File: src/hdl/speculative_dfa_stream_matcher_top_macros.svh
// Assertion helpers shared by the matcher RTL
`ifndef SPECULATIVE_DFA_STREAM_MATCHER_TOP_MACROS_SVH
`define SPECULATIVE_DFA_STREAM_MATCHER_TOP_MACROS_SVH
// Implication checked on every clock edge outside reset
`define SDM_ASSERT_IMP(lbl, clk, rst, ante, cons, msg) \
   lbl: assert property (@(posedge clk) disable iff (rst) (ante) |-> (cons)) else $error(msg);
// Implication whose consequent is checked in the cycle after the antecedent
`define SDM_ASSERT_NEXT(lbl, clk, rst, ante, cons, msg) \
   lbl: assert property (@(posedge clk) disable iff (rst) (ante) |=> (cons)) else $error(msg);
`endif

File: src/hdl/sdm_pkg.sv
`timescale 1ns / 1ps
// ----------------------------------------------------------------------------
// sdm_pkg
// Shared types and constants for the speculative DFA stream matcher.
// ----------------------------------------------------------------------------
package sdm_pkg;
   localparam int STATES_DEF  = 256;
   localparam int CLASSES_DEF = 64;
   localparam int LANES_DEF   = 16;
   localparam int KIND_W  = 3;
   localparam int STATE_W = 8;
   localparam int CLASS_W = 6;
   localparam int LANE_W  = 4;
   localparam int BYTE_W  = 8;

   typedef enum logic [KIND_W-1:0] {
      KIND_LOAD_TRANS = 3'd0,
      KIND_LOAD_CLASS = 3'd1,
      KIND_LOAD_GUESS = 3'd2,
      KIND_BLOCK_START = 3'd3,
      KIND_PAIR       = 3'd4,
      KIND_SINGLE     = 3'd5
   } kind_type;

   // request after class lookup, handed from front to back
   typedef struct packed {
      logic [KIND_W-1:0]  kind;
      logic [STATE_W-1:0] index_state;
      logic [CLASS_W-1:0] class_a;
      logic [CLASS_W-1:0] class_b;
      logic [LANE_W-1:0]  lane;
      logic [STATE_W-1:0] value_state;
      logic [CLASS_W-1:0] cls_first;
      logic [CLASS_W-1:0] cls_second;
      logic               block_end;
   } op_type;

   typedef struct packed {
      logic [STATE_W-1:0] state_out;
      logic               spec_hit;
      logic [LANE_W-1:0]  hit_lane;
   } rsp_type;
endpackage

File: src/hdl/sdm_queue.sv
`timescale 1ns / 1ps
// ----------------------------------------------------------------------------
// sdm_queue
// Small FIFO decoupling the front from the back.
// ----------------------------------------------------------------------------
module sdm_queue #(
   parameter int DEPTH = 4
) (
   input  logic            clock,
   input  logic            reset,
   input  logic            in_valid,
   input  sdm_pkg::op_type in_data,
   output logic            in_ready,
   output logic            out_valid,
   output sdm_pkg::op_type out_data,
   input  logic            out_ready
);
   import sdm_pkg::*;
   `include "speculative_dfa_stream_matcher_top_macros.svh"

   localparam int PW = $clog2(DEPTH);
   op_type            mem_ff [DEPTH];
   logic [PW-1:0]     wr_ff, rd_ff;
   logic [PW:0]       cnt_ff;
   logic              push, pop;

   assign in_ready  = cnt_ff != DEPTH[PW:0];
   assign out_valid = cnt_ff != '0;
   assign out_data  = mem_ff[rd_ff];
   assign push = in_valid && in_ready;
   assign pop  = out_valid && out_ready;

   always_ff @(posedge clock) begin
      if (push) mem_ff[wr_ff] <= in_data;
   end

   // pointers wrap at DEPTH
   always_ff @(posedge clock) begin
      if (reset) begin
         wr_ff  <= '0;
         rd_ff  <= '0;
         cnt_ff <= '0;
      end else begin
         if (push) wr_ff <= (wr_ff == PW'(DEPTH - 1)) ? '0 : wr_ff + 1'b1;
         if (pop)  rd_ff <= (rd_ff == PW'(DEPTH - 1)) ? '0 : rd_ff + 1'b1;
         cnt_ff <= cnt_ff + (PW+1)'(push) - (PW+1)'(pop);
      end
   end

   `SDM_ASSERT_IMP(a_cnt_bound, clock, reset, 1'b1, cnt_ff <= DEPTH[PW:0], "queue overfill")
   `SDM_ASSERT_NEXT(a_push_only, clock, reset, push && !pop, cnt_ff == $past(cnt_ff) + 1'b1,
      "count missed push")
   `SDM_ASSERT_NEXT(a_pop_only, clock, reset, pop && !push, cnt_ff == $past(cnt_ff) - 1'b1,
      "count missed pop")
endmodule

File: config.mk
export PLATFORM = sky130hd
export DESIGN_NAME = sdm_queue
export DESIGN_NICKNAME = d
export VERILOG_FILES = /design/src/hdl/sdm_pkg.sv /design/src/hdl/sdm_queue.sv
export VERILOG_INCLUDE_DIRS = /design/src /design/src/hdl
export SDC_FILE = /design/constraint.sdc
export NUM_CORES = 1
export LEC_CHECK = 0
export ABC_AREA = 1
export ABC_CLOCK_PERIOD_IN_PS = 7400
export CAP_MARGIN = 20
export CORE_MARGIN = 1.5
export CORE_UTILIZATION = 40
export DETAILED_ROUTE_END_ITERATION = 16
export DONT_BUFFER_PORTS = 1
export PLACE_DENSITY_LB_ADDON = 0.1
export SYNTH_ARGS = -nofsm -noshare
export SYNTH_HDL_FRONTEND = slang
export SYNTH_SLANG_ARGS = --single-unit
File: constraint.sdc
create_clock -name clock -period 7.4 [get_ports clock]
set_input_delay 1.11 -clock clock [delete_from_list [all_inputs] [get_ports clock]]
set_output_delay 1.11 -clock clock [all_outputs]
set_load 0.03 [all_outputs]
# Word level (Yosys, flattened, before mapping)
# Memories as Yosys holds them, arrays and structs flattened. A register that Yosys moved wholly into a read port is not among the register bits.
# Index checks and enable logic that the tools add are counted.
# W data, S select, Z words.
# classes
addsub	4
eq_ne	3
muxes	6
n_reduce_logical	3
# op_table
operator	count
$mux W2	4
$add A2 B1 Y2 const B	2
$eq A2 B2 Y1 const B	2
$add A3 B1 Y3	1
$ne A3 B3 Y1 const B	1
$reduce_bool A3 Y1	1
$sub A3 B1 Y3	1
$logic_and A1 B1 Y1	2
$mux W1	2
# word_totals
regBits	7
mem_bits_rw	192
inputBits	52
output_inout_bits	50
word_cells	20
mem_count	1
# mem_list
memory	words	width	rd	rd_ports_with_merged_regs	write_ports	line_no	rtl
mem_ff	4	48	1	1	1	sdm_queue.sv:22	op_type mem_ff [DEPTH];

# Depth between registers and ports, before layout
# Gate-level depths: netlist (run 1).
# depth
ltp_word	4
ltp_mapped	10

# Worst setup path after synthesis (run 1)
# Ideal clock, no wire load.
# synth_timing
kind	input to register
startpoint	input in_valid
endpoint	memory mem_ff[0][0] in the netlist's numbering, enable pin
setup_time_ns	0.454
arrival_ns	3.263
required_ns	6.946
setup_slack_ns	3.683
cell_stages	2
path_buffers	0
cell_sequence	nand2_1 nor2_1
# synth_via
elab_chain_cells	3
# synth_rtl
element	line_no	rtl
start, declared	sdm_queue.sv:11	input logic in_valid,
$logic_and A1 B1 Y1	sdm_queue.sv:30	assign push = in_valid && in_ready;
$mux W1	sdm_queue.sv:34	if (push) mem_ff[wr_ff] <= in_data;
$mux W1 (implied by the code)	sdm_queue.sv:34	
end, declared	sdm_queue.sv:22	
# No other way between the ends.

==> metrics.csv, run 1 <==
metric;value;unit
crit_slowest_cell;o22ai_1;
postCtsHoldBufs;0;
rsz0062_at_grt;false;
clock_latency;0.48;ns
place_congestion;0.713;
cts_tree;yes;
port_buffers;0;
crit_cells;3;
die_h;142;um
worstSetupEndpointType;output pin;
yosysUniqueCellTypes;23;
drive_gt1_frac;0.0897;
post-route-util;0.451;
viasPerCell;5.28;
drt-total-wl;15.4;mm
grt_pass1_vias;4151;
outcome;finished, final reports clean;
final_cell_mix;192 x edfxtp_1, 94 x nor2_1, 88 x o21ai_0;
core;18800;um^2
final_common_cell;edfxtp_1;
post_cts_buffers;0;
antenna_left;0;
synth_cells;533;
grt_max_degree;98;
syn_avg_cell_area;14.4;um^2
start_util;0.409;
cts.htree.levels;1;
hold_path_class;reg2reg;
area_growth;10.4;%
synth_nets;593;
drc;0;
final_nets;591;
dieArea;20000;um^2
wl_per_cell;19.8;um
rows;50;
ios;102;
clockBufferDepth;3;
m1WireLength;6.67;mm
p_leak;2.77;nW
ff2ff_setup_slack;4.57;ns
vias;4120;
diodes;0;
required;6.29;ns
r2r_cells;5;
yosysWarnings;0;
syn-cell-area;7670;um^2
regArea;5950;um^2
drt-initial-drc-count;221;
holdWs;0.521;ns
critical_path_arrival;2.73;ns
track_usage;0.156;
post_cts_resize_count;0;
slew_viol_final;0;
first_pass_iters;5;
critical_path.max_stage_delay;0.67;ns
grt_remaining_overflow;0;
crit_fanout;97;
cts_buffers;22;
startpoint_type;flop;
rr_startpoint;cnt_ff[1]$_SDFF_PP0_;
top_layer;met4;
fmax;0.261;GHz
place_hpwl;8.06;mm
clkSinkCount;201;
hold_depth;2;
fin_crit_sh;0.518;
hp-start;rd_ff[1]$_SDFFE_PP0N_;
die_x;142;um
met3WireLength;1.22;mm
dr_wl_met2;7.25;mm
antenna_found_initial;0;
vdd_drop_max;0.000234;V
fin_skew;0.00490;ns
crit_chain;inv_6 -> o21ai_0 -> o22ai_1;
cap_violations;0;
nFillCells;1686;
r2r_end;mem_ff[3][34]$_DFFE_PP_;
ys_seq_area_frac;0.775;
min_period;3.84;ns
synth_seq_cells;201;
cpLargestDelayFamily;compound AO/OA/AOI/OAI gates;
max_slew_margin;0.336;
finalHoldViolations;0;
cts_root_buf;clkbuf_16;
multi_input_area;1450;um^2
clk_pin_slew;0.06;ns
fin_cells;780;
cp.buffers_inverters;1;
finalSetupViolations;0;
placed_cells;741;
powerDensity;394;nW/um^2
worstSetupPathType;reg2out;
tightest_slew;0.996;ns
finalSetupTns;0;ns
grt_pass1_wl;23.8;mm
[cells by family after synthesis]
kind of cell	after synthesis	share of synthesized area
flip-flops	201	0.775
buffers and inverters	49	0.0398
adder cells (fa/ha/maj)	8	0.0140
AND/OR/NAND/NOR	124	0.0646
AO/OA/AOI/OAI	151	0.107
[synthesized netlist by cell type (all sizes together)]
cell type,count,area share
a21boi,2,0.0020
a21oi,4,0.0026
buf,20,0.023
clkbuf,11,0.0072
dfxtp,9,0.023
edfxtp,192,0.75
fa,1,0.0026
ha,7,0.011
inv,18,0.0095
nand2,12,0.0059
nand3,4,0.0026
nor2,108,0.056
o21ai,97,0.063
o22ai,48,0.039
[state kept, by name, indices dropped and copies added, names as in the netlist, named ones only]
name	flops
wr_ff	2
cnt_ff	3
mem_ff	192
rd_ff	2
[layer usage]
metal / up-vias / global-route usage
met5: - / 0
met4: 0 / 0.0440
met3: 25 / 0.0560
met2: 101 / 0.258
met1: 2014 / 0.193
li1: 1980 / -
[power by group]
| group | leakage (nW) | switching, mW | internal, mW |
|---|---|---|---|
| sequential | 1.83 | 0.0785 | 1.39 |
| combinational | 0.609 | 0.709 | 0.158 |
| clock | 0.322 | 0.396 | 0.603 |
[worst register-to-register path, cell delays in order (launching register included)]
cell and delay (ns):
dfxtp_1 0.40, nor2_1 0.10, nand2_1 0.34, nand2_1 0.37, nor2_4 0.68, buf_4 0.56
[worst max-delay path by stage]
| stage | startpoint | endpoint | slack (ns) |
|---|---|---|---|
| 4_1_cts | flop | out_data[24] | 3.50 |
| 5_1_grt | flop | out_data[18] | 3.34 |
| 3_3_place_gp | flop | out_data[43] | 4.07 |
| 6_report | flop | out_data[18] | 3.56 |
| 2_1_floorplan | in_valid | mem_ff[0][0]$_DFFE_PP_ | 3.68 |
| 3_5_place_dp | flop | out_data[24] | 4.03 |
[metrics by stage]
stage               setup WS, ns  area (um^2)  power, mW
CTS                         3.50         8470       3.39
finish                      3.56         8470       3.34
detailed placement          4.03         7810       2.39
floorplan                   3.68         7670       2.24
global placement            4.07         7810       2.37
global route                3.34         8470       3.51
[final cells by class]
cell class | count | share of cell area
Sequential cell | 201 | 0.702
Clock inverter | 7 | 0.00650
Tap cell | 234 | 0.0346
Inverter | 18 | 0.00857
Timing Repair Buffer | 5 | 0.00443
Clock buffer | 32 | 0.0719
Multi-Input combinational cell | 283 | 0.172
No activity file was read; power rests on OpenSTA's default activity.
==> inputs of run 2 (changes only) <==
--- a/config.mk
+++ b/config.mk
@@ -7,7 +7,7 @@
 export NUM_CORES = 1
 export LEC_CHECK = 0
 export ABC_AREA = 1
-export ABC_CLOCK_PERIOD_IN_PS = 7400
+export ABC_CLOCK_PERIOD_IN_PS = 3400
 export CAP_MARGIN = 20
 export CORE_MARGIN = 1.5
 export CORE_UTILIZATION = 40
==> constraint.sdc (replaced) <==
create_clock -name clock -period 3.4 [get_ports clock]
set_input_delay 0.51 -clock clock [delete_from_list [all_inputs] [get_ports clock]]
set_output_delay 0.51 -clock clock [all_outputs]
set_load 0.03 [all_outputs]
==> metrics.csv, run 2 (synthesis gave the netlist of run 1 again) <==
metric;value;unit;change
crit_slowest_cell;dfxtp_4;;
max_slew_margin;0.304;;-0.0326
crit_fanout;51;;-47%
tightest_slew;1.04;ns;+0.0490 ns
first_pass_iters;4;;-1
die_x;142;um;unchanged
fin_ws;0.327;ns;-3.24 ns
dieArea;20000;um^2;unchanged
start_util;0.409;;unchanged
diodes;0;;unchanged
track_usage;0.159;;+0.00363
vias;4230;;+2.7%
grt_remaining_overflow;0;;unchanged
grt_pass1_wl;24.4;mm;+2.5%
drt-initial-drc-count;207;;-6.3%
ios;102;;unchanged
rows;50;;unchanged
cts_buffers;22;;unchanged
place_congestion;0.707;;-0.84%
viasPerCell;5.33;;+0.99%
critical_path_arrival;2.56;ns;-0.17 ns
holdWs;0.0797;ns;-0.441 ns
p_leak;2.82;nW;+1.9%
cts_tree;yes;;
cts.htree.levels;1;;unchanged
nFillCells;1670;;-0.95%
fin_skew;0.00444;ns;-0.000459 ns
fin_area;8550;um^2;+0.97%
drc;0;;unchanged
largest_reg_flops;192;;unchanged
clock_latency;0.49;ns;about the same
wl_per_cell;19.9;um;+0.28%
die_h;142;um;unchanged
post_cts_resize_count;0;;unchanged
grt_pass1_vias;4427;;+6.6%
final_cell_mix;192 x edfxtp_1, 94 x nor2_1, 88 x o21ai_0;;
worstSetupPathType;reg2out;;
core;18800;um^2;unchanged
cap_violations;0;;unchanged
drive_gt1_frac;0.107;;+0.0176
rsz0062_at_grt;false;;
clkSinkCount;201;;unchanged
place_hpwl;8.54;mm;+6.0%
antenna_left;0;;unchanged
hold_path_class;in2reg;;
fin_crit_sh;0.904;;
startpoint_type;flop;;
vdd_drop_max;0.000608;V;+160%
clockBufferDepth;3;;unchanged
clk_pin_slew;0.06;ns;about the same
required;2.89;ns;-3.40 ns
grt_max_degree;97;;-1.0%
finalSetupTns;0;ns;unchanged
powerDensity;854;nW/um^2;+120%
critical_path.max_stage_delay;0.69;ns;+0.02 ns
final_nets;604;;+2.2%
slew_viol_final;0;;unchanged
worstSetupEndpointType;output pin;;
crit_chain;buf_4 -> o21ai_0 -> o22ai_1;;
port_buffers;0;;unchanged
finalHoldViolations;0;;unchanged
final_common_cell;edfxtp_1;;
post_cts_buffers;0;;unchanged
min_period;3.07;ns;
drt-total-wl;15.7;mm;+1.9%
reg_top3;mem_ff: 192 flops, cnt_ff: 3 flops;;
dpl_cell_area;7920;um^2;+1.4%
finalSetupViolations;0;;unchanged
regMostFlops;mem_ff;;
fmax;0.325;GHz;
post-place-ws;0.807;ns;-3.22 ns
cts_root_buf;clkbuf_16;;
area_growth;11.5;%;
outcome;finished, final reports clean;;
postCtsHoldBufs;0;;unchanged
antenna_found_initial;0;;unchanged
## run 2: cell types whose count changed in the layout (fill, tap and decap cells not counted)
cell,previous run,this run
clkbuf_1,9,6
buf_4,5,17
buf_12,0,1
bufinv_16,1,0
clkinv_2,2,1
clkinv_1,4,9
## run 2: metrics by stage
step	util	cells	total power, mW
2_1_floorplan	-	533	4.87
3_3_place_gp	0.422	754	5.25
3_5_place_dp	0.422	754	5.28
4_1_cts	0.456	793	7.39
5_1_grt	0.456	793	7.67
6_report	0.456	793	7.31
## run 2: worst paths after layout
path | start | end | slack, ns | depth (start not counted)
max | flop | out_data[38] | 0.33 | 3
min | reset | cnt_ff[1]$_SDFF_PP0_ | 0.08 | 1
max reg2reg | cnt_ff[1]$_SDFF_PP0_ | cnt_ff[2]$_SDFF_PP0_ | 0.82 | 10
min reg2reg | rd_ff[1]$_SDFFE_PP0N_ | flop | 0.53 | 2
## run 2: power by group
part / internal [mW] / total, mW / switching [mW]
logic: 0.426 / 1.98 / 1.55
registers: 3.03 / 3.22 / 0.187
clock network: 1.22 / 2.11 / 0.886
total: 4.68 / 7.31 / 2.63
## run 2: critical path, delay by kind of cell, from the launching register on
kind / cells / cell delay, ns
flip-flops: 1 / 0.69
AO/OA/AOI/OAI: 2 / 0.80
buffers and inverters: 1 / 0.53
## run 2: final cells by class
cell class | count | area [um^2] | share of cell area
clock inverters | 10 | 38.8 | 0.00453
clock buffers | 29 | 598 | 0.0699
inverters | 18 | 72.6 | 0.00848
well taps | 234 | 293 | 0.0342
multi-input cells | 283 | 1450 | 0.170
flip-flops and latches | 201 | 5950 | 0.696
repair buffers | 18 | 148 | 0.0173
## run 2: per-layer routing
| metal | global-route usage | up-vias | routed length (um) |
|---|---|---|---|
| met5 | 0 | - | 0 |
| met3 | 0.0547 | 26 | 1280 |
| met1 | 0.196 | 2101 | 6700 |
| met4 | 0.0450 | 0 | 303 |
| met2 | 0.268 | 101 | 7460 |
| li1 | - | 2002 | - |
