`src/hdl/speculative_dfa_stream_matcher_top_macros.svh`:
```
// Assertion helpers shared by the matcher RTL
`ifndef SPECULATIVE_DFA_STREAM_MATCHER_TOP_MACROS_SVH
`define SPECULATIVE_DFA_STREAM_MATCHER_TOP_MACROS_SVH
// Implication checked on every clock edge outside reset
`define SDM_ASSERT_IMP(lbl, clk, rst, ante, cons, msg) \
   lbl: assert property (@(posedge clk) disable iff (rst) (ante) |-> (cons)) else $error(msg);
// Implication whose consequent is checked in the cycle after the antecedent
`define SDM_ASSERT_NEXT(lbl, clk, rst, ante, cons, msg) \
   lbl: assert property (@(posedge clk) disable iff (rst) (ante) |=> (cons)) else $error(msg);
`endif

```
`src/hdl/sdm_pkg.sv`:
```
`timescale 1ns / 1ps
// ----------------------------------------------------------------------------
// sdm_pkg
// Shared types and constants for the speculative DFA stream matcher.
// ----------------------------------------------------------------------------
package sdm_pkg;
   localparam int STATES_DEF  = 256;
   localparam int CLASSES_DEF = 64;
   localparam int LANES_DEF   = 16;
   localparam int KIND_W  = 3;
   localparam int STATE_W = 8;
   localparam int CLASS_W = 6;
   localparam int LANE_W  = 4;
   localparam int BYTE_W  = 8;

   typedef enum logic [KIND_W-1:0] {
      KIND_LOAD_TRANS = 3'd0,
      KIND_LOAD_CLASS = 3'd1,
      KIND_LOAD_GUESS = 3'd2,
      KIND_BLOCK_START = 3'd3,
      KIND_PAIR       = 3'd4,
      KIND_SINGLE     = 3'd5
   } kind_type;

   // request after class lookup, handed from front to back
   typedef struct packed {
      logic [KIND_W-1:0]  kind;
      logic [STATE_W-1:0] index_state;
      logic [CLASS_W-1:0] class_a;
      logic [CLASS_W-1:0] class_b;
      logic [LANE_W-1:0]  lane;
      logic [STATE_W-1:0] value_state;
      logic [CLASS_W-1:0] cls_first;
      logic [CLASS_W-1:0] cls_second;
      logic               block_end;
   } op_type;

   typedef struct packed {
      logic [STATE_W-1:0] state_out;
      logic               spec_hit;
      logic [LANE_W-1:0]  hit_lane;
   } rsp_type;
endpackage

```
`src/hdl/sdm_if.sv`:
```
`timescale 1ns / 1ps
// ----------------------------------------------------------------------------
// sdm_req_if / sdm_rsp_if
// Valid/ready channels for requests and responses.
// ----------------------------------------------------------------------------
interface sdm_req_if;
   logic       valid;
   logic       ready;
   logic [2:0] kind;
   logic [7:0] index_state;
   logic [5:0] class_a;
   logic [5:0] class_b;
   logic [3:0] lane;
   logic [7:0] value_state;
   logic [7:0] byte_value;
   logic [7:0] sym_first;
   logic [7:0] sym_second;
   logic       block_end;
   modport source (output valid, kind, index_state, class_a, class_b, lane, value_state,
                   byte_value, sym_first, sym_second, block_end, input ready);
   modport sink (input valid, kind, index_state, class_a, class_b, lane, value_state,
                 byte_value, sym_first, sym_second, block_end, output ready);
endinterface


```
`src/hdl/sdm_front.sv`:
```
`timescale 1ns / 1ps
// ----------------------------------------------------------------------------
// sdm_front
// Accepts requests, owns the class map, maps symbols to classes.
// ----------------------------------------------------------------------------
module sdm_front (
   input  logic           clock,
   input  logic           reset,
   sdm_req_if.sink        req,
   output logic           op_valid,
   output sdm_pkg::op_type op_data,
   input  logic           op_ready
);
   import sdm_pkg::*;

   logic [CLASS_W-1:0] class_mem [256];
   logic               stage_valid_ff, stage_valid_in;
   op_type             stage_ff;
   logic               take;

   // stage is free when empty or draining this cycle
   assign req.ready = !stage_valid_ff || op_ready;
   assign take      = req.valid && req.ready;

   // class map: written by loads, read for symbols
   always_ff @(posedge clock) begin
      if (take && req.kind == KIND_LOAD_CLASS) begin
         class_mem[req.byte_value] <= req.class_a;
      end
   end

   // one registered stage; class lookups happen on its input
   always_ff @(posedge clock) begin
      if (take) begin
         stage_ff.kind        <= req.kind;
         stage_ff.index_state <= req.index_state;
         stage_ff.class_a     <= req.class_a;
         stage_ff.class_b     <= req.class_b;
         stage_ff.lane        <= req.lane;
         stage_ff.value_state <= req.value_state;
         stage_ff.cls_first   <= class_mem[req.sym_first];
         stage_ff.cls_second  <= class_mem[req.sym_second];
         stage_ff.block_end   <= req.block_end;
      end
   end

   always_comb begin
      stage_valid_in = stage_valid_ff;
      if (op_ready) stage_valid_in = 1'b0;
      if (take && req.kind != KIND_LOAD_CLASS) stage_valid_in = 1'b1;
   end

   always_ff @(posedge clock) begin
      if (reset) begin
         stage_valid_ff <= 1'b0;
      end else begin
         stage_valid_ff <= stage_valid_in;
      end
   end

   assign op_valid = stage_valid_ff;
   assign op_data  = stage_ff;
endmodule

```
`src/flat_wrapper.sv`:
```
// flat-port wrapper written by rule: the top's interface ports become plain ports
module sdm_front_flat import sdm_pkg::*;
  (clock, reset, op_valid, op_data, op_ready, req_valid, req_kind, req_index_state, req_class_a, req_class_b, req_lane, req_value_state, req_byte_value, req_sym_first, req_sym_second, req_block_end, req_ready);
  sdm_req_if req_i ();
  input  logic clock;
  input  logic reset;
  output logic op_valid;
  output sdm_pkg::op_type op_data;
  input  logic op_ready;
  input wire logic [$bits(req_i.valid)-1:0] req_valid;
  input wire logic [$bits(req_i.kind)-1:0] req_kind;
  input wire logic [$bits(req_i.index_state)-1:0] req_index_state;
  input wire logic [$bits(req_i.class_a)-1:0] req_class_a;
  input wire logic [$bits(req_i.class_b)-1:0] req_class_b;
  input wire logic [$bits(req_i.lane)-1:0] req_lane;
  input wire logic [$bits(req_i.value_state)-1:0] req_value_state;
  input wire logic [$bits(req_i.byte_value)-1:0] req_byte_value;
  input wire logic [$bits(req_i.sym_first)-1:0] req_sym_first;
  input wire logic [$bits(req_i.sym_second)-1:0] req_sym_second;
  input wire logic [$bits(req_i.block_end)-1:0] req_block_end;
  output wire logic [$bits(req_i.ready)-1:0] req_ready;
  assign req_i.valid = req_valid;
  assign req_i.kind = req_kind;
  assign req_i.index_state = req_index_state;
  assign req_i.class_a = req_class_a;
  assign req_i.class_b = req_class_b;
  assign req_i.lane = req_lane;
  assign req_i.value_state = req_value_state;
  assign req_i.byte_value = req_byte_value;
  assign req_i.sym_first = req_sym_first;
  assign req_i.sym_second = req_sym_second;
  assign req_i.block_end = req_block_end;
  assign req_ready = req_i.ready;
  sdm_front u_core (.clock(clock), .reset(reset), .req(req_i), .op_valid(op_valid), .op_data(op_data), .op_ready(op_ready));
endmodule
```
`config.mk`:
```
export PLATFORM = sky130hd
export DESIGN_NAME = sdm_front_flat
export DESIGN_NICKNAME = d
export VERILOG_FILES = /design/src/hdl/speculative_dfa_stream_matcher_top_macros.svh /design/src/hdl/sdm_pkg.sv /design/src/hdl/sdm_if.sv /design/src/hdl/sdm_front.sv /design/src/flat_wrapper.sv
export SDC_FILE = /design/constraint.sdc
export NUM_CORES = 2
export LEC_CHECK = 0
export BUFFER_PORTS_ARGS = -buffer_cell sky130_fd_sc_hd__buf_2
export CAP_MARGIN = 20
export CORE_UTILIZATION = 45
export DETAILED_ROUTE_END_ITERATION = 8
export PLACE_DENSITY = 0.66
export SYNTH_ARGS = -nofsm -noshare
export SYNTH_HDL_FRONTEND = slang
export SYNTH_SLANG_ARGS = --single-unit
```
`constraint.sdc`:
```
create_clock -name clock -period 4.4 [get_ports clock]
set_input_delay 0.44 -clock clock [delete_from_list [all_inputs] [get_ports clock]]
set_output_delay 0.44 -clock clock [all_outputs]
set_load 0.01 [all_outputs]
```
# Yosys cells after proc, flatten, opt, wreduce, memory -nomap -nowiden
# Memories as Yosys holds them, arrays and structs flattened. A register that Yosys moved wholly into a read port is not among the register bits.
# Index checks and enable logic that the tools add are counted.
[classes]
n_shift = 0
multipliers = 0
magnitude_cmp = 0
div_mod_pow = 0
eq_ne = 2
muxes = 4
add_sub_neg = 0
n_bitwise = 0
reduce_logical = 6
[op_table]
columns = ["cell", "n"]
rows = [
  ["$mux 1", 4],
  ["$eq 3x1->1 const B", 1],
  ["$logic_and 1x1->1", 3],
  ["$ne 3x1->1 const B", 1],
  ["$reduce_bool 2->1", 1],
  ["$logic_not 1->1", 1],
  ["$logic_or 1x1->1", 1],
]
[totals]
ff_bits = 37
out_inout_bits = 50
ram_bits = 1536
latchBits = 0
in_bits = 64
elab_cells = 21
n_memories = 1
mem_bits_ro = 0
[memory_table]
columns = ["name", "words", "width", "read_ports", "rd_ports_with_merged_regs", "wr", "line", "source"]
rows = [
  ["u_core.class_mem", 256, 6, 2, 2, 1, "sdm_front.sv:16", "logic [CLASS_W-1:0] class_mem [256];"],
]

# Depth between registers and ports, before layout
[logic_depth]
depth_word = 6
ltp_mapped = 12
depth_no_buf = 7

# Worst setup path after synthesis
# OpenSTA, ideal clock, no wires.
[synth_timing]
path_kind = "input-to-reg"
start = "input port req_sym_first[1]"
end = "register u_core.op_data[7] (netlist name)"
path_stages = 9
setup_slack_ps = 1637
arrival_time_ps = 2491
required_ps = 4128
n_path_buf = 3
setup_time_ps = 272
path_cell_list = "buf_2 > buf_6 > buf_1 > mux4_2 > a221oi_1 > o21ai_1 > nor4_1 > nor2_1 > or4_1"
[synth_rtl]
columns = ["item", "line", "source"]
rows = [
  ["from (decl)", "flat_wrapper.sv:18", "input wire logic [$bits(req_i.sym_first)-1:0] req_sym_first;"],
]

==> flow_metrics.py <==
metrics = {
    "power_and_ir_drop": {
        "power.switching_uw": 7690,
        "total_leakage_power_uw": 0.0263,
        "powerDensity_nw_per_um2": 403,
        "power.share.switching_pct": 22.9,
        "vdd_drop_max_uv": 461,
        "seqPwrFrac_pct": 49.7,
        "comb_power_share_pct": 8.0,
        "p_clk_share_pct": 42.3,
        "intPower_uw": 25900,
        "p_total_uw": 33600,
    },
    "clocking": {
        "cts_tree": "yes",
        "hold_buffers": 32,
        "clk_pin_slew_worst_paths_ns": 0.07,
        "cts-buffers-inserted": 160,
        "htree_levels": 4,
        "clkLatencyLatePin_ns": 0.82,
        "cts.sinks": 1585,
        "clock_tree_root_buffer_cell": "sky130_fd_sc_hd__clkbuf_16",
        "max_buffers_root_to_sink": 3,
        "post_cts_buffers": 0,
        "postCtsResizedCells": 0,
    },
    "setup_path": {
        "worst_setup_path_start_kind": "input port",
        "criticalPathCategory": "in2reg",
        "worst-r2r-setup-slack_ns": 0.97,
        "worst-endpoint-arrival_ns": 4.18,
        "cp_max_fo": 46,
        "required_ns": 4.94,
        "critPathCaptureType": "register",
    },
    "yosys": {
        "yosys.area_share.adder_pct": 0,
        "syn_area_per_cell_um2": 17.9,
        "synth_enable_flop_cells": 1584,
        "synth_top_area_share_pct": 64.6,
        "flops_latches_synth": 1585,
        "yosys-top-cells-area": "sky130_fd_sc_hd__edfxtp_1 (65%), sky130_fd_sc_hd__mux4_2 (20%), sky130_fd_sc_hd__mux2i_1 (3.8%)",
        "yosysUniqueCellTypes": 59,
        "ys_dominant_reg_cell": "sky130_fd_sc_hd__edfxtp_1",
        "yosys-mux-area-fraction_pct": 23.5,
        "synth-seq-area-share_pct": 64.7,
        "mappedNetlistNets": 4178,
        "synth_top_family_by_area": "multiplexers",
        "basic_gate_share_of_the_synthesized_area_counting_and_or_nand_and_nor_cells_pct": 4.10,
        "synth_cell_area_um2": 73600,
        "synth-async-reset-ratio_pct": 0,
        "synth_area_leader_cell": "sky130_fd_sc_hd__edfxtp_1",
        "synth-compound-area-share_pct": 5.51,
        "yosys.area_share.xor_xnor_pct": 0,
        "postSynthCellCount": 4114,
        "yosysWarningCount": 0,
    },
    "floorplanning": {
        "floorplan.initialDensity_pct": 45.3,
        "dieWidth_um": 406,
        "ioPinCount": 114,
        "area_of_the_core_um2": 163000,
        "die_area_um2": 165000,
        "floorplan.die.height_um": 406,
        "placementRows": 148,
    },
    "timing": {
        "layout_worst_path_cycle_share_pct": 82.7,
        "final.setup_skew_ns": 0.0250,
        "timing.final.crit_period_ns": 3.64,
        "fin_hold_ws_ns": 0.211,
        "setup_viol_count_final": 0,
        "grt_setup_unrepaired": "false",
        "timing_hold_violations_final": 0,
        "worstMarginPinSlew_ns": 1.17,
        "max_freq_ghz": 0.275,
        "final_max_slew_viol_count": 0,
        "timing.max_slew.rel_slack_pct": 21.2,
        "setup_tns_final_ns": 0,
    },
    "placed_design": {
        "dp_hpwl_mm": 148,
        "place.detailed.instances": 6292,
        "gpl.final_weighted_congestion": 0.949,
        "io_buffers": 113,
    },
    "global_routing": {
        "antenna_violations_before_repair": 17,
        "globalRoute.totalOverflow": 0,
        "grt_pass1_wl_mm": 323,
        "grt_max_degree": 139,
        "number_of_global_route_vias_before_repair": 44110,
        "global_route.usage.total_pct": 27.7,
    },
    "drt": {
        "initial_drc_count": 6953,
        "drcViolationCount": 0,
        "wire_length_per_cell_um": 34.7,
        "drt.antenna.violating_nets": 0,
        "wl_mm": 230,
        "drt_first_pass_iters": 8,
        "avgViaCountPerCell": 6.81,
        "detailroute.via_count": 45079,
    },
    "run_status": {
        "run_status": "finished clean",
    },
    "layout": {
        "multi_input_area_um2": 24500,
        "area_growth_syn_to_layout_pct": 13.2,
        "finish.utilization_pct": 51.2,
        "final_layout_size_suffix_gt1_share_pct": 28.1,
        "regArea_um2": 47600,
        "layout_commonest_cell": "sky130_fd_sc_hd__edfxtp_1",
        "num-nets-final": 4376,
        "num-fill-cells": 12920,
        "final_cell_mix": "sky130_fd_sc_hd__edfxtp_1 (1584), sky130_fd_sc_hd__mux4_2 (641), sky130_fd_sc_hd__nor2_1 (320), sky130_fd_sc_hd__mux2i_1 (277), sky130_fd_sc_hd__buf_4 (174)",
        "final_cell_count_no_fill": 6622,
    },
    "run": {
        "max-cap-violations": 0,
    },
    "worst_hold_path": {
        "timing.hold.worst.class": "in2reg",
    },
}
[worst paths after layout]
kind,cells after the start,start,to
worst max-delay path,8,req_sym_first[0],u_core.op_data[7]
worst min-delay path,1,req_class_a[1],u_core.class_mem[145][1]
worst min register to register,4,u_core.class_mem[84][3],u_core.op_data[10]
worst max register to register,6,u_core.class_mem[26][0],u_core.op_data[7]
[state kept, by name, indices dropped and copies added, names as in the netlist]
name              count
u_core.class_mem   1536
u_core.op_data       48
u_core.op_valid       1
[cell usage after synthesis, types with 9 or more instances]
master and number:
sky130_fd_sc_hd__a211oi_1 43, sky130_fd_sc_hd__a21oi_1 93, sky130_fd_sc_hd__a221oi_1 50, sky130_fd_sc_hd__a22o_1 13
sky130_fd_sc_hd__a22oi_1 121, sky130_fd_sc_hd__a31oi_1 23, sky130_fd_sc_hd__and2_1 13, sky130_fd_sc_hd__and3_1 9
sky130_fd_sc_hd__buf_1 32, sky130_fd_sc_hd__buf_2 89, sky130_fd_sc_hd__buf_4 41, sky130_fd_sc_hd__buf_6 18
sky130_fd_sc_hd__clkbuf_1 141, sky130_fd_sc_hd__edfxtp_1 1584, sky130_fd_sc_hd__mux2_2 9, sky130_fd_sc_hd__mux2i_1 277
sky130_fd_sc_hd__mux4_2 641, sky130_fd_sc_hd__nand2_1 156, sky130_fd_sc_hd__nand2b_1 17, sky130_fd_sc_hd__nand3_1 53
sky130_fd_sc_hd__nand4_1 21, sky130_fd_sc_hd__nor2_1 325, sky130_fd_sc_hd__nor2b_1 28, sky130_fd_sc_hd__nor3_1 23
sky130_fd_sc_hd__nor4_1 20, sky130_fd_sc_hd__o21ai_0 77, sky130_fd_sc_hd__o21ai_1 10, sky130_fd_sc_hd__o221ai_1 41
sky130_fd_sc_hd__o22ai_1 54
[metrics by stage]
step,setup WS (ns),instance area [um^2]
floorplan,1.64,73600
global placement,0.00672,77500
detailed placement,0.0822,77500
CTS,0.938,83200
global route,0.739,83300
finish,0.759,83300
[final cells by class]
class | count | share of cell area, %
Clock inverter | 101 | 1.43
Sequential cell | 1585 | 57.1
Inverter | 7 | 0.0315
Antenna cell | 6 | 0.0180
Tap cell | 2175 | 3.27
Multi-Input combinational cell | 2201 | 29.4
Timing Repair Buffer | 357 | 3.69
Clock buffer | 190 | 5.07
[cell families (layout without fill, tap and decap cells)]
group / count (synthesis) / after routing
AOI/OAI and AO/OA: 587 / 587
buffers and inverters: 328 / 655
and+or+nand+nor: 687 / 687
other: 0 / 6
DFF: 1585 / 1585
muxes: 927 / 927
[layer usage]
layer	vias up	global-route usage [%]	routed length (um)
li1	17780	-	-
met1	23484	37.3	84200
met2	3273	42.0	105000
met3	522	7.97	29700
met4	20	11.9	10100
met5	-	0	125
[power by group through the flow]
stage	logic, uW	clock network [uW]	registers [uW]
6_report	2680	14200	16700
5_1_grt	2760	14800	16700
4_1_cts	2630	14300	16700
3_5_place_dp	2600	0	17000
3_3_place_gp	2580	0	17000
2_1_floorplan	1450	0	17000
[worst max-delay path, cell delays in order]
cell                       delay, ns
sky130_fd_sc_hd__buf_8          0.50
sky130_fd_sc_hd__buf_12         0.35
sky130_fd_sc_hd__mux4_2         0.56
sky130_fd_sc_hd__a221oi_1       0.30
sky130_fd_sc_hd__o21ai_1        0.31
sky130_fd_sc_hd__nor4_1         0.83
sky130_fd_sc_hd__nor2_1         0.25
sky130_fd_sc_hd__or4_1          0.57
Power figures use the tool's default switching activity.
